==> config.mk <==
export PLATFORM = sky130hd
export DESIGN_NAME = lcd_scanline_mode_timing_unit_flat
export DESIGN_NICKNAME = d
export VERILOG_FILES = /design/src/hw/rtl/lsmt_pkg.sv /design/src/hw/rtl/lsmt_if.sv /design/src/hw/rtl/lsmt_cfg_regs.sv /design/src/hw/rtl/lsmt_step.sv /design/src/hw/rtl/lcd_scanline_mode_timing_unit.sv /design/src/flat_wrapper.sv
export SDC_FILE = /design/constraint.sdc
export NUM_CORES = 1
export LEC_CHECK = 0
export BUFFER_PORTS_ARGS = -buffer_cell sky130_fd_sc_hd__buf_2
export CAP_MARGIN = 40
export CORE_MARGIN = 4
export CORE_UTILIZATION = 45
export DETAILED_ROUTE_END_ITERATION = 8
export HOLD_SLACK_MARGIN = 0.02
export SYNTH_ARGS = -nofsm -noshare
export SYNTH_HDL_FRONTEND = slang
export SYNTH_SLANG_ARGS = --single-unit
==> constraint.sdc <==
create_clock -name clk_i -period 8.7 [get_ports clk_i]
set_input_delay 1.74 -clock clk_i [delete_from_list [all_inputs] [get_ports clk_i]]
set_output_delay 1.74 -clock clk_i [all_outputs]
set_load 0.02 [all_outputs]
==> src/hw/rtl/lsmt_pkg.sv <==
package lsmt_pkg;

  // Default line length in clock cycles
  localparam int unsigned LineCyclesDef = 456;

  // Frame geometry and mode boundaries within a line
  localparam int unsigned LinesPerFrame = 154;
  localparam int unsigned VblankLine    = 144;
  localparam int unsigned OamEnd        = 80;
  localparam int unsigned TransferEnd   = 252;

  localparam int unsigned CyclesW  = 8;
  localparam int unsigned LineW    = 8;
  localparam int unsigned CfgIdxW  = 3;
  localparam int unsigned CfgDataW = 8;

  typedef enum logic [1:0] {
    MODE_HBLANK = 2'd0,
    MODE_VBLANK = 2'd1,
    MODE_OAM    = 2'd2,
    MODE_XFER   = 2'd3
  } mode_e;

  typedef enum logic [CfgIdxW-1:0] {
    CFG_DISPLAY_EN  = 3'd0,
    CFG_HBLANK_EN   = 3'd1,
    CFG_VBLANK_EN   = 3'd2,
    CFG_OAM_EN      = 3'd3,
    CFG_COMPARE_EN  = 3'd4,
    CFG_LINE_CMP    = 3'd5
  } cfg_idx_e;

  typedef struct packed {
    logic             display_enable;
    logic             hblank_request_enable;
    logic             vblank_request_enable;
    logic             oam_request_enable;
    logic             compare_request_enable;
    logic [LineW-1:0] line_compare;
  } cfg_t;

  typedef struct packed {
    logic [LineW-1:0] line_index;
    mode_e            mode;
    logic             coincidence;
    logic             vblank_request;
    logic             status_request;
  } result_t;

endpackage

==> src/hw/rtl/lsmt_if.sv <==
interface lsmt_in_if;
  logic                         valid;
  logic                         ready;
  logic [lsmt_pkg::CyclesW-1:0] cycles;

  modport source (output valid, output cycles, input ready);
  modport sink   (input valid, input cycles, output ready);
endinterface

interface lsmt_out_if;
  logic                       valid;
  logic                       ready;
  logic [lsmt_pkg::LineW-1:0] line_index;
  logic [1:0]                 mode;
  logic                       coincidence;
  logic                       vblank_request;
  logic                       status_request;

  modport source (output valid, output line_index, output mode, output coincidence,
                  output vblank_request, output status_request, input ready);
  modport sink   (input valid, input line_index, input mode, input coincidence,
                  input vblank_request, input status_request, output ready);
endinterface

interface lsmt_cfg_if;
  logic                          valid;
  logic                          ready;
  logic [lsmt_pkg::CfgIdxW-1:0]  index;
  logic [lsmt_pkg::CfgDataW-1:0] data;

  modport source (output valid, output index, output data, input ready);
  modport sink   (input valid, input index, input data, output ready);
endinterface

==> src/hw/rtl/lsmt_cfg_regs.sv <==
module lsmt_cfg_regs (
  input  logic           clk_i,
  input  logic           rst_ni,
  lsmt_cfg_if.sink       cfg_i,
  output lsmt_pkg::cfg_t cfg_o
);
  import lsmt_pkg::*;

  cfg_t cfg_q, cfg_d;

  assign cfg_i.ready = 1'b1;

  always_comb begin
    cfg_d = cfg_q;
    if (cfg_i.valid) begin
      unique case (cfg_i.index)
        CFG_DISPLAY_EN: cfg_d.display_enable         = cfg_i.data[0];
        CFG_HBLANK_EN:  cfg_d.hblank_request_enable  = cfg_i.data[0];
        CFG_VBLANK_EN:  cfg_d.vblank_request_enable  = cfg_i.data[0];
        CFG_OAM_EN:     cfg_d.oam_request_enable     = cfg_i.data[0];
        CFG_COMPARE_EN: cfg_d.compare_request_enable = cfg_i.data[0];
        CFG_LINE_CMP:   cfg_d.line_compare           = cfg_i.data[LineW-1:0];
        default:        ; // unmapped index, write dropped
      endcase
    end
  end

  always_ff @(posedge clk_i or negedge rst_ni) begin
    if (!rst_ni) begin
      cfg_q <= '0;
    end else begin
      cfg_q <= cfg_d;
    end
  end

  assign cfg_o = cfg_q;

endmodule

==> src/hw/rtl/lsmt_step.sv <==
module lsmt_step #(
  parameter int unsigned LINE_CYCLES = lsmt_pkg::LineCyclesDef,
  parameter int unsigned PosW        = $clog2(LINE_CYCLES)
) (
  input  lsmt_pkg::cfg_t                 cfg_i,
  input  logic [lsmt_pkg::CyclesW-1:0]   cycles_i,
  input  logic [PosW-1:0]                pos_i,
  input  logic [lsmt_pkg::LineW-1:0]     line_i,
  input  lsmt_pkg::mode_e                mode_i,
  input  logic                           match_i,
  output logic [PosW-1:0]                pos_o,
  output lsmt_pkg::result_t              res_o
);
  import lsmt_pkg::*;

  localparam int unsigned SumW = PosW + 1;
  localparam logic [SumW-1:0] LineLen = SumW'(LINE_CYCLES);

  logic [SumW-1:0]  sum, sum1, sum2;
  logic             wrap;
  logic [LineW-1:0] line_inc, line_n;
  logic [PosW-1:0]  pos_n;
  mode_e            mode_n;
  logic             req_en, line_hit;

  always_comb begin
    sum  = {1'b0, pos_i} + SumW'(cycles_i);
    wrap = (sum >= LineLen);
    sum1 = wrap ? (sum - LineLen) : sum;
    // short lines: the sum can reach twice the line length
    sum2 = (sum1 >= LineLen) ? (sum1 - LineLen) : sum1;
    pos_n = sum2[PosW-1:0];

    line_inc = (line_i == LineW'(LinesPerFrame - 1)) ? '0 : (line_i + 1'b1);
    line_n   = wrap ? line_inc : line_i;
    line_hit = (line_n == cfg_i.line_compare);

    if (line_n >= LineW'(VblankLine)) begin
      mode_n = MODE_VBLANK;
      req_en = cfg_i.vblank_request_enable;
    end else if (pos_n < PosW'(OamEnd)) begin
      mode_n = MODE_OAM;
      req_en = cfg_i.oam_request_enable;
    end else if (pos_n < PosW'(TransferEnd)) begin
      mode_n = MODE_XFER;
      req_en = 1'b0;
    end else begin
      mode_n = MODE_HBLANK;
      req_en = cfg_i.hblank_request_enable;
    end

    if (cfg_i.display_enable) begin
      pos_o                = pos_n;
      res_o.line_index     = line_n;
      res_o.mode           = mode_n;
      res_o.coincidence    = wrap ? line_hit : match_i;
      res_o.vblank_request = wrap && (line_n == LineW'(VblankLine));
      res_o.status_request = ((mode_n != mode_i) && req_en) ||
                             (wrap && line_hit && cfg_i.compare_request_enable);
    end else begin
      // display off: counters parked, vblank mode, flag kept
      pos_o                = '0;
      res_o.line_index     = '0;
      res_o.mode           = MODE_VBLANK;
      res_o.coincidence    = match_i;
      res_o.vblank_request = 1'b0;
      res_o.status_request = 1'b0;
    end
  end

endmodule

==> src/hw/rtl/lcd_scanline_mode_timing_unit.sv <==
// LCD scanline and mode timing unit.
//
// in_i carries one item per elapsed-cycle count; each item yields exactly one
// result item on out_o: line index, mode, coincidence flag and the vblank and
// status request pulses for that step. cfg_i writes the six control registers
// by index; writes are always taken (ready tied high), unmapped indexes drop.
// Registers should only be written while no item is in flight.
//
// An accepted item sits in the input register; its result is loaded into the
// output register when that register is free or being drained, and
// out_o.valid rises with that load and stays high until the result is taken.
// Throughput: one item per cycle while results are taken. The timing state
// (line position, line, mode, flag) is updated in the same cycle the result
// is registered, so the next item sees it at once.
// Stall: while out_o holds a result that is not taken, the input register can
// still accept one item; in_i.ready drops once both are occupied.
// Reset: counters, flags, valid and config regs clear; mode resets to hblank.
module lcd_scanline_mode_timing_unit #(
  parameter int unsigned LINE_CYCLES = lsmt_pkg::LineCyclesDef
) (
  input  logic        clk_i,
  input  logic        rst_ni,
  lsmt_in_if.sink     in_i,
  lsmt_out_if.source  out_o,
  lsmt_cfg_if.sink    cfg_i
);
  import lsmt_pkg::*;

  localparam int unsigned PosW = $clog2(LINE_CYCLES);

  cfg_t cfg;

  // input stage
  logic               in_valid_q;
  logic [CyclesW-1:0] cycles_q;

  // timing state
  logic [PosW-1:0]  pos_q, pos_d;
  logic [LineW-1:0] line_q;
  mode_e            mode_q;
  logic             match_q;

  // output stage
  logic    out_valid_q;
  result_t res_q, res_d;

  logic advance;

  lsmt_cfg_regs u_cfg (
    .clk_i  (clk_i),
    .rst_ni (rst_ni),
    .cfg_i  (cfg_i),
    .cfg_o  (cfg)
  );

  lsmt_step #(
    .LINE_CYCLES (LINE_CYCLES),
    .PosW        (PosW)
  ) u_step (
    .cfg_i    (cfg),
    .cycles_i (cycles_q),
    .pos_i    (pos_q),
    .line_i   (line_q),
    .mode_i   (mode_q),
    .match_i  (match_q),
    .pos_o    (pos_d),
    .res_o    (res_d)
  );

  // Result register loads when an item waits and it is empty or being drained
  assign advance    = in_valid_q && (!out_valid_q || out_o.ready);
  assign in_i.ready = !in_valid_q || advance;

  always_ff @(posedge clk_i or negedge rst_ni) begin
    if (!rst_ni) begin
      in_valid_q  <= 1'b0;
      out_valid_q <= 1'b0;
      pos_q       <= '0;
      line_q      <= '0;
      mode_q      <= MODE_HBLANK;
      match_q     <= 1'b0;
    end else begin
      if (in_i.ready) begin
        in_valid_q <= in_i.valid;
      end
      if (advance) begin
        out_valid_q <= 1'b1;
        pos_q       <= pos_d;
        line_q      <= res_d.line_index;
        mode_q      <= res_d.mode;
        match_q     <= res_d.coincidence;
      end else if (out_o.ready) begin
        out_valid_q <= 1'b0;
      end
    end
  end

  // payload registers
  always_ff @(posedge clk_i) begin
    if (in_i.ready && in_i.valid) begin
      cycles_q <= in_i.cycles;
    end
    if (advance) begin
      res_q <= res_d;
    end
  end

  assign out_o.valid          = out_valid_q;
  assign out_o.line_index     = res_q.line_index;
  assign out_o.mode           = res_q.mode;
  assign out_o.coincidence    = res_q.coincidence;
  assign out_o.vblank_request = res_q.vblank_request;
  assign out_o.status_request = res_q.status_request;

endmodule

==> src/flat_wrapper.sv <==
// flat-port wrapper written by rule: the top's interface ports become plain ports
module lcd_scanline_mode_timing_unit_flat import lsmt_pkg::*;
#(
  parameter int unsigned LINE_CYCLES = lsmt_pkg::LineCyclesDef
)
  (clk_i, rst_ni, in_i_valid, in_i_cycles, in_i_ready, out_o_valid, out_o_line_index, out_o_mode, out_o_coincidence, out_o_vblank_request, out_o_status_request, out_o_ready, cfg_i_valid, cfg_i_index, cfg_i_data, cfg_i_ready);
  lsmt_in_if in_i_i ();
  lsmt_out_if out_o_i ();
  lsmt_cfg_if cfg_i_i ();
  input  logic clk_i;
  input  logic rst_ni;
  input wire logic [$bits(in_i_i.valid)-1:0] in_i_valid;
  input wire logic [$bits(in_i_i.cycles)-1:0] in_i_cycles;
  output wire logic [$bits(in_i_i.ready)-1:0] in_i_ready;
  output wire logic [$bits(out_o_i.valid)-1:0] out_o_valid;
  output wire logic [$bits(out_o_i.line_index)-1:0] out_o_line_index;
  output wire logic [$bits(out_o_i.mode)-1:0] out_o_mode;
  output wire logic [$bits(out_o_i.coincidence)-1:0] out_o_coincidence;
  output wire logic [$bits(out_o_i.vblank_request)-1:0] out_o_vblank_request;
  output wire logic [$bits(out_o_i.status_request)-1:0] out_o_status_request;
  input wire logic [$bits(out_o_i.ready)-1:0] out_o_ready;
  input wire logic [$bits(cfg_i_i.valid)-1:0] cfg_i_valid;
  input wire logic [$bits(cfg_i_i.index)-1:0] cfg_i_index;
  input wire logic [$bits(cfg_i_i.data)-1:0] cfg_i_data;
  output wire logic [$bits(cfg_i_i.ready)-1:0] cfg_i_ready;
  assign in_i_i.valid = in_i_valid;
  assign in_i_i.cycles = in_i_cycles;
  assign in_i_ready = in_i_i.ready;
  assign out_o_valid = out_o_i.valid;
  assign out_o_line_index = out_o_i.line_index;
  assign out_o_mode = out_o_i.mode;
  assign out_o_coincidence = out_o_i.coincidence;
  assign out_o_vblank_request = out_o_i.vblank_request;
  assign out_o_status_request = out_o_i.status_request;
  assign out_o_i.ready = out_o_ready;
  assign cfg_i_i.valid = cfg_i_valid;
  assign cfg_i_i.index = cfg_i_index;
  assign cfg_i_i.data = cfg_i_data;
  assign cfg_i_ready = cfg_i_i.ready;
  lcd_scanline_mode_timing_unit #(.LINE_CYCLES(LINE_CYCLES)) u_core (.clk_i(clk_i), .rst_ni(rst_ni), .in_i(in_i_i), .out_o(out_o_i), .cfg_i(cfg_i_i));
endmodule
; ---- After elaboration in Yosys (flattened, before gate mapping)
; Cells that the tools add are included.
[word_totals]
regBits = 56
latch_bits = 0
ram_bits = 0
rom_bits = 0
in_bits = 24
out_inout_bits = 16
word_cells = 70
memories = 0
[op_classes]
add_sub_neg = 4
n_mul = 0
n_div = 0
order_cmp = 5
n_eq_ne = 9
shift = 0
n_mux = 15
n_bitwise = 0
n_reduce_logical = 19
[op_table]
columns = operator, count
row1 = "10-bit by 9-bit >= comparator with 1-bit output, second input constant", 2
row2 = 9-bit two-way mux, 2
row3 = "8-bit == test, second input constant", 2
row4 = 8-bit two-way mux, 2
row5 = 13-bit two-way mux, 1
row6 = 2-bit AND reduction, 6
row7 = 9-bit by 8-bit adder with 10-bit output, 1
row8 = 10-bit two-way mux, 1
row9 = "10-bit by 9-bit subtractor with 10-bit output, second input constant", 1
row10 = "9-bit by 7-bit less-than comparator with 1-bit output, second input constant", 1
row11 = "9-bit by 8-bit less-than comparator with 1-bit output, second input constant", 1
row12 = "9-bit subtractor, second input constant", 1
row13 = "8-bit by 1-bit adder with 8-bit output, second input constant", 1
row14 = 8-bit == test, 1
row15 = "8-bit >= comparator, second input constant", 1
row16 = "3-bit by 2-bit == test with 1-bit output, second input constant", 2
row17 = "3-bit == test, second input constant", 2
row18 = 1-bit logical AND, 6
row19 = 1-bit two-way mux, 6
row20 = 2-bit two-way mux, 3
row21 = "3-bit by 1-bit == test with 1-bit output, second input constant", 1
row22 = 3-bit logical NOT, 1
row23 = 1-bit logical OR, 3
row24 = 1-bit logical NOT, 2
row25 = other kinds (2), 2

; ---- Longest topological paths before layout
; Gate-level depths: netlist of run 1.
[logic_depth]
word_depth = 13
ltp_mapped = 22
depth_no_buf = 21

; ---- Hierarchy
; A second synthesis of run 1 with hierarchy kept.
[unflattened]
hier_cells = 308
hier_area_um2 = 3487.1
[modules_own_cells]
columns = module, instances, cells_per_inst, area_per_inst_um2, seq_area_each_um2
row1 = lcd_scanline_mode_timing_unit, 1, 72, 1555.2, 1181.1
row2 = lsmt_step, 1, 202, 1352.5, 0.0
row3 = lsmt_cfg_regs, 1, 34, 579.3, 325.3

; ---- Worst setup path before layout of run 1
; Ideal clock, no wire load.
[synth_timing]
path_type = register to register
start = register u_core.pos_q[0]
end = register u_core.res_q, in the netlist u_core.out_o.status_request (data pin)
setup_ps = 169
arrival_time_ps = 4868
required_ps = 8531
slack_ps = 3663
stages_incl_launch_ff = 23
path_buffers = 1
synth_period_minus_slack_ps = 5037
cell_sequence = dfrtp_1 > ha_1 > fa_1 > a21o_1 > a21oi_1 > xnor2_1 > inv_1 > ha_1 > or4b_1 > a21oi_1 > o21a_1 > buf_6 > nor2_1 > xnor2_1 > ha_1 > inv_1 > o2111a_1 > or4b_1 > o41a_1 > o32ai_4 > nand4b_1 > and3_1 > o31ai_1
[synth_via]
elab_chain_cells = 12
elab_cells_between_ends = 23
cone_classes = add/sub (3) / order compare (5) / eq/ne (2) / mux (9) / reduce/logical (4)
[synth_rtl]
columns = item, line
row1 = from (decl), lcd_scanline_mode_timing_unit.sv:38  ; logic [PosW-1:0] pos_q, pos_d;
row2 = from (signal assigned), lcd_scanline_mode_timing_unit.sv:88  ; pos_q <= pos_d;
row3 = 9-bit by 8-bit adder with 10-bit output (*), lsmt_step.sv:27  ; sum = {1'b0, pos_i} + SumW'(cycles_i);
row4 = 10-bit by 9-bit subtractor with 10-bit output / 10-bit by 9-bit >= comparator with 1-bit output (equally long branches), "lsmt_step.sv:29, lsmt_step.sv:28"
row5 = 10-bit two-way mux, lsmt_step.sv:29  ; sum1 = wrap ? (sum - LineLen) : sum;
row6 = 9-bit subtractor / 10-bit by 9-bit >= comparator with 1-bit output (equally long branches), lsmt_step.sv:31  ; sum2 = (sum1 >= LineLen) ? (sum1 - LineLen) : sum1;
row7 = 9-bit two-way mux, lsmt_step.sv:31
row8 = 9-bit by 8-bit less-than comparator with 1-bit output, lsmt_step.sv:44  ; end else if (pos_n < PosW'(TransferEnd)) begin
row9 = 2-bit two-way mux, lsmt_step.sv:44
row10 = 2-bit two-way mux, lsmt_step.sv:41  ; end else if (pos_n < PosW'(OamEnd)) begin
row11 = 2-bit two-way mux, lsmt_step.sv:38  ; if (line_n >= LineW'(VblankLine)) begin
row12 = 2-bit inequality test, lsmt_step.sv:58  ; res_o.status_request = ((mode_n != mode_i) && req_en) ||
row13 = 1-bit logical AND, lsmt_step.sv:58
row14 = 1-bit logical OR (*), lsmt_step.sv:58
row15 = to (signal assigned), lcd_scanline_mode_timing_unit.sv:104  ; res_q <= res_d;
row16 = to (decl), lcd_scanline_mode_timing_unit.sv:45  ; result_t res_q, res_d;
; Every way passes the cells marked *; elsewhere a longest branch is shown, timed or not.
; A chain may end at the register's enable or synchronous reset.

; ---- Worst setup path after layout of run 1
; Same ends and word-level chain as after synthesis.

==> metrics.txt, run 1 <==
status=completed; fin crit period=about 5.7 ns; crit share post-route=between 60 and 70%; cts bufs inserted=5; Synth top area share=about 24%; Clk Latency, worst-skew pair=just over 0.3 ns; vias in the first global route=roughly 2700; crit path launch type=flop; Worst Path Required=a little under 9 ns; mapped cell area=~3600 sq um; Max rail drop VDD=approximately 0.15 mV; final WL=between 7000 and 8000 um; drt via density=approximately 5.8; syn_area_per_cell=about 10 sq um; r2r setup slk=between 2 and 3 ns; Total Routing Usage GR=about 17%; # DRC=0; DR pass1 iterations=4; Mapped Nets=399; share of cells above drive strength 1=20.2%; largest area contributor in the netlist=dfrtp_1; Detail Route Antenna Nets=0; overflow left after global routing=0; Rows=32; final hold vios=0; clock sinks=56; Sw Share=a little under half; Worst slew margin=45.0%; Unique masters post-synth=64; full die area=about 9500 sq um; RR Startpoint=u_core.pos_q[0]$_DFFE_PN0P_; core region area=just under 8000 sq um; sequential fraction of the synthesis area=a little over two fifths; EDFF count, synth=21; fmax=about 180 MHz; Hold WS=0.508 ns; Clk pwr share=roughly an eighth; Routed wire per std cell=16.1 um; worst-margin pin slew=between 0.8 and 0.9 ns; clock tree from TritonCTS=done; DR iter-0 viols=147; setup total negative slack=0 ns; maxcap violations=0; first-pass GRT wire length=approximately 13000 um; Ys Warns=0; # diodes=0; CTS Root Cell=clkbuf_8; Crit Path Max Fanout=11; reg2reg end=u_core.out_o.status_request$_SDFFCE_PN0P_; die width=97.7 um; Worst setup startpoint=u_core.pos_q[0]$_DFFE_PN0P_; port buffer count=38; Clock Tree Buf Depth=2; R2R depth=21; DPL Wire Length=6050 um; top post-synthesis cells by count=37 x nand2_1, 35 x dfrtp_1, 21 x edfxtp_1, 21 x mux2_2, 20 x nor2_1; Final Max Slew Viols=0; die height=~100 um; register bit total from synthesis=between 50 and 60; fin nets=between 400 and 500; Crit. End Element=flop; Cell Count Post-Placement=a little under 500; post-cts sizing count=0; Final Cell Area=slightly below 4000 sq um; RSZ-0062 raised after global routing=no; final cell count without fillers=about 490; count leader, synth=nand2_1; Pwr Total=1.17 mW; CTS clk-pin slew, worst paths=0.10 ns; worst setup path end=u_core.out_o.status_request$_SDFFCE_PN0P_; Hold Buf Count CTS=0; critical path class=flop to flop; Critical Path AT=~6 ns; initial antenna violation count=0; top cells by area, synth=dfrtp_1 24%, edfxtp_1 17%, mux2_2 6.5%; power per standard cell area=roughly 290 nW/um^2; Syn-to-layout area delta=9.30%; main flop type after synthesis=dfrtp_1; I/O pin cnt=40; via count=approximately 2800; part of the power in registers=between 30% and 40%; Synth async-reset ratio=62.5%; pin count of the biggest net entering global routing=36; Hold/Removal Path Class=flop to flop; placer congestion estimate=0.897; Syn Inst Count=between 300 and 400; Placement Cell Area=between 3000 and 4000 sq um; NetSw=approximately 0.53 mW; Finish-stage setup viols=0; Leak=around 1.6 nW; setup bufs post-CTS=0; Gate power share=55.9%; Initial Util=a little under half; internal power=between 0.6 and 0.7 mW; H-tree Lvls=2; clk_skew=roughly 0.010 ns
## layout make-up
cell class	instances	area [sq um]
inverter	8	30.0
sequential	56	1510
clock inverter	2	13.8
timing repair buffer	40	229
clock buffer	6	72.6
multi-input combinational	280	1980
tap	102	128
fill	725	3810
## kinds of logic (layout without fill, tap and decap cells)
group / count (synthesis) / after routing / share of synthesized area (%)
simple gates: 129 / 129 / 19.5
mux: 24 / 24 / 7.36
xor+xnor: 19 / 19 / 4.60
compound gates: 93 / 93 / 18.1
buf+inv: 25 / 56 / 3.77
flops: 56 / 56 / 41.6
fa+ha+maj: 14 / 14 / 5.05
other cells: 1 / 1 / 0.104
## per-stage QoR
| step | utilization, % | setup slack [ns] |
|---|---|---|
| 2_1_floorplan | - | 3.66 |
| 3_3_place_gp | 49.3 | 3.18 |
| 3_5_place_dp | 49.8 | 3.05 |
| 4_1_cts | 51.0 | 3.03 |
| 5_1_grt | 51.0 | 2.55 |
| 6_report | 51.0 | 3.00 |
## power groups by stage
stage	Clock (mW)	Sequential, mW	Combinational (mW)
3_5_place_dp	0	0.377	0.642
2_1_floorplan	0	0.366	0.520
5_1_grt	0.162	0.378	0.723
6_report	0.143	0.371	0.651
3_3_place_gp	0	0.377	0.640
4_1_cts	0.151	0.371	0.646
## worst min path at each step
stage	from	endpoint	slack (ns)	cells past startpoint
after CTS	u_core.in_valid_q$_DFFE_PN0N_	u_core.out_o.valid$_DFFE_PN0P_	0.51	1
after global routing	u_core.u_cfg.cfg_o[3]$_DFFE_PN0P_	u_core.u_cfg.cfg_o[3]$_DFFE_PN0P_	0.54	1
after detailed placement	u_core.in_valid_q$_DFFE_PN0N_	u_core.out_o.valid$_DFFE_PN0P_	0.49	1
after floorplan	u_core.pos_q[5]$_DFFE_PN0P_	u_core.pos_q[5]$_DFFE_PN0P_	0.46	2
after global placement	u_core.pos_q[0]$_DFFE_PN0P_	u_core.pos_q[0]$_DFFE_PN0P_	0.48	2
final	u_core.in_valid_q$_DFFE_PN0N_	u_core.out_o.valid$_DFFE_PN0P_	0.51	1
## critical path: stages, from the launching register on
cell      delay, ns
dfrtp_1        0.40
ha_1           0.24
fa_1           0.44
a21o_1         0.23
a21oi_1        0.17
xnor2_1        0.11
inv_1          0.14
ha_1           0.15
or4b_1         0.42
a21oi_1        0.41
o21a_1         0.42
nor2_1         0.18
xnor2_1        0.26
ha_1           0.27
inv_1          0.05
o2111a_1       0.17
or4b_1         0.44
o41a_1         0.15
o32ai_4        0.34
nand4b_1       0.13
and3_1         0.22
o31ai_1        0.21
## state kept, by name (all words and copies together), names as in the netlist, 2 cells and up
name / count
u_core.cycles_q: 8
u_core.line_q: 8
u_core.mode_q: 2
u_core.out_o.line_index: 8
u_core.out_o.mode: 2
u_core.pos_q: 9
u_core.u_cfg.cfg_o: 13
## routing by layer
layer	GRT usage [%]	share of wire [%]	vias up	routed length, um
met5	0	0	-	0
met4	4.47	1.3	0	100
met3	2.94	5.5	12	438
met2	25.8	45	77	3540
met1	24.6	49	1352	3850
li1	-	-	1405	-
## cells in the final DEF (no fill, tap or decap), types with 5 or more instances in the layout
cell,count
and2_1,7
o21ai_1,6
a21o_1,7
edfxtp_1,21
ha_1,13
xor2_1,7
o31ai_1,7
dfrtp_1,35
xnor2_1,12
nand2b_1,8
nor3_1,8
nand2_1,37
clkbuf_8,5
nand3_1,10
a21oi_1,16
o211ai_1,6
nor2_1,20
o21ai_0,18
inv_1,8
buf_2,38
mux2_2,21
Power figures use the tool's default switching activity.
==> run 2: changes to the inputs <==
==> constraint.sdc (replaced) <==
create_clock -name clk_i -period 5.34 [get_ports clk_i]
set_input_delay 1.068 -clock clk_i [delete_from_list [all_inputs] [get_ports clk_i]]
set_output_delay 1.068 -clock clk_i [all_outputs]
set_load 0.02 [all_outputs]
==> run 2 against run 1 <==
  * Die area is the same
  * Sequential cell count is the same
  * Clock skew grew 0.0019 ns
  * Routed wire length grew 2.6%
  * Sequential share of layout area shrank 0.89 points
  * Maximum frequency grew 12%
  * Critical path depth is the same
  * Clock power grew 92%
  * Largest power group unchanged
  * Hold slack gained 0.0038 ns
==> metrics.txt, run 2 (same netlist as run 1, synthesis figures left out) <==
die width=97.7 um (unchanged); drt via density=5.74 (was 5.76); internal power=1.12 mW (was 0.640 mW); H-tree Lvls=2 (unchanged); DPL Wire Length=6180 um (was 6050 um); vias in the first global route=2742 (was 2732); CTS clk-pin slew, worst paths=0.09 ns (was 0.10 ns); Hold Path Origin=u_core.u_cfg.cfg_o[3]$_DFFE_PN0P_ (was u_core.in_valid_q$_DFFE_PN0N_); first-pass GRT wire length=13600 um (was 13400 um); final WL=8140 um (was 7930 um); clk_skew=0.0120 ns (was 0.0101 ns); Clk Latency, worst-skew pair=0.31 ns (about the same); most frequent cells in the layout=38 x buf_2, 37 x nand2_1, 35 x dfrtp_1 (unchanged); # DRC=0 (unchanged); critical path class=flop to flop (unchanged); Worst Path Required=5.48 ns (was 8.85 ns); Leak=1.67 nW (was 1.62 nW); Hold/Removal Path Class=flop to flop (unchanged); fillers=725 (unchanged); DR iter-0 viols=148 (was 147); Worst slew margin=49.2% (was 45.0%); Syn-to-layout area delta=11.9% (was 9.30%); fmax=197 MHz (was 175 MHz); Initial Util=46.6% (unchanged); clock tree from TritonCTS=done (unchanged); RR Startpoint=u_core.pos_q[0]$_DFFE_PN0P_ (unchanged); Final Max Slew Viols=0 (unchanged); Max rail drop VDD=0.228 mV (was 0.145 mV); RSZ-0062 raised after global routing=no (unchanged); power per standard cell area=496 nW/um^2 (was 294 nW/um^2); overflow left after global routing=0 (unchanged); Finish-stage setup viols=0 (unchanged); CTS Root Cell=clkbuf_8 (unchanged); Crit Path Max Fanout=5 (was 11); port buffer count=38 (unchanged); DR pass1 iterations=4 (unchanged); final hold vios=0 (unchanged); # diodes=0 (unchanged); clock sinks=56 (unchanged); status=completed (unchanged); cts bufs inserted=5 (unchanged); Largest register FFs=13 (unchanged); worst-margin pin slew=0.756 ns (was 0.826 ns); Sw Share=44.1% (was 45.1%); Critical Path AT=5.21 ns (was 5.85 ns); NetSw=0.886 mW (was 0.525 mW); Worst setup startpoint=u_core.pos_q[0]$_DFFE_PN0P_ (unchanged); initial antenna violation count=0 (unchanged); I/O pin cnt=40 (unchanged); placer congestion estimate=0.883 (was 0.897); die height=97.7 um (unchanged); maxcap violations=0 (unchanged); fin nets=435 (was 429); via count=2868 (was 2846); crit share post-route=95.0% (was 65.5%); pin count of the biggest net entering global routing=36 (unchanged); Crit. End Element=flop (unchanged); most common cell after layout, fill and taps aside=buf_2 (unchanged); Total Routing Usage GR=17.3% (was 16.8%); fin crit period=5.07 ns (was 5.70 ns); Gate power share=56.2% (was 55.9%); crit path launch type=flop (unchanged); Rows=32 (unchanged); full die area=9550 sq um (unchanged); Clk pwr share=13.7% (was 12.3%); Clock Tree Buf Depth=2 (unchanged); setup total negative slack=0 ns (unchanged); Pwr Total=2.01 mW (was 1.17 mW); part of the power in registers=30.2% (was 31.8%); Routed wire per std cell=16.3 um (was 16.1 um); share of cells above drive strength 1=22.1% (was 20.2%); Detail Route Antenna Nets=0 (unchanged); core region area=7770 sq um (unchanged)
-- run 2: cell types whose count changed in the layout (fill, tap and decap cells not counted), sizes merged --
cell / delta
clkinv: -1
bufinv: +1
buf: +6
inv: -1
clkbuf: +1
-- run 2: final timing paths --
check                                                             to  slack (ns)  cells after the start
max                        u_core.out_o.status_request$_SDFFCE_PN0P_        0.27                     21
min                                u_core.u_cfg.cfg_o[3]$_DFFE_PN0P_        0.51                      1
max reg2reg                u_core.out_o.status_request$_SDFFCE_PN0P_        0.27                     21
min reg2reg                        u_core.u_cfg.cfg_o[3]$_DFFE_PN0P_        0.51                      1
max in group asynchronous               u_core.mode_q[0]$_DFFE_PN0P_        4.44                      2
min in group asynchronous               u_core.line_q[2]$_DFFE_PN0P_        0.70                      2
-- run 2: critical path: stages (launching register included) --
cell	delay [ns]
dfrtp_1	0.40
ha_1	0.24
fa_2	0.39
a21o_1	0.22
a21oi_2	0.18
xnor2_2	0.09
inv_1	0.13
ha_1	0.16
or4b_1	0.47
a21oi_2	0.14
o21a_1	0.14
nor2_1	0.10
xnor2_1	0.29
ha_1	0.28
inv_1	0.06
o2111a_1	0.18
or4b_1	0.44
o41a_1	0.16
o32ai_4	0.29
nand4b_1	0.12
and3_1	0.22
o31ai_1	0.21
-- run 2: repair_timing --
item / CTS / global route
setup endpoints to repair: 0 / 1
resized for setup: 0 / 4
hold buffers: 0 / 0
hold endpoints to repair: 0 / 0
buffers inserted: 0 / 1
-- run 2: layer usage --
metal  track usage (%)  vias up  share of wire, %
li1                  -     1415                 -
met3              2.87        7               4.5
met1              25.5     1372                49
met5                 0        -                 0
met2              26.7       74                45
met4              3.94        0              0.76
-- run 2: through the flow --
stage          hold slack [ns]  utilization [%]  setup slack, ns  instance area (sq um)  std cells
2_1_floorplan            0.455                -            0.303                   3620        361
3_3_place_gp             0.475             49.7            0.358                   3860        488
3_5_place_dp             0.497             50.5            0.201                   3920        491
4_1_cts                  0.519             51.9            0.144                   4030        499
5_1_grt                  0.529             52.2         0.000473                   4050        500
6_report                 0.512             52.2            0.269                   4050        500
-- run 2: power groups by stage --
stage | clock network [mW] | logic [mW] | registers, mW
6_report | 0.275 | 1.13 | 0.606
2_1_floorplan | 0 | 0.847 | 0.596
3_5_place_dp | 0 | 1.08 | 0.616
4_1_cts | 0.283 | 1.09 | 0.607
3_3_place_gp | 0 | 1.08 | 0.614
5_1_grt | 0.299 | 1.24 | 0.619
-- run 2: layout make-up --
type / count / area [sq um] / area share (%)
Multi-Input combinational cell: 280 / 2000 / 49.2
Sequential cell: 56 / 1510 / 37.2
Tap cell: 102 / 128 / 3.15
Timing Repair Buffer: 46 / 287 / 7.07
Inverter: 8 / 30.0 / 0.741
Clock buffer: 7 / 76.3 / 1.88
Clock inverter: 1 / 30.0 / 0.741
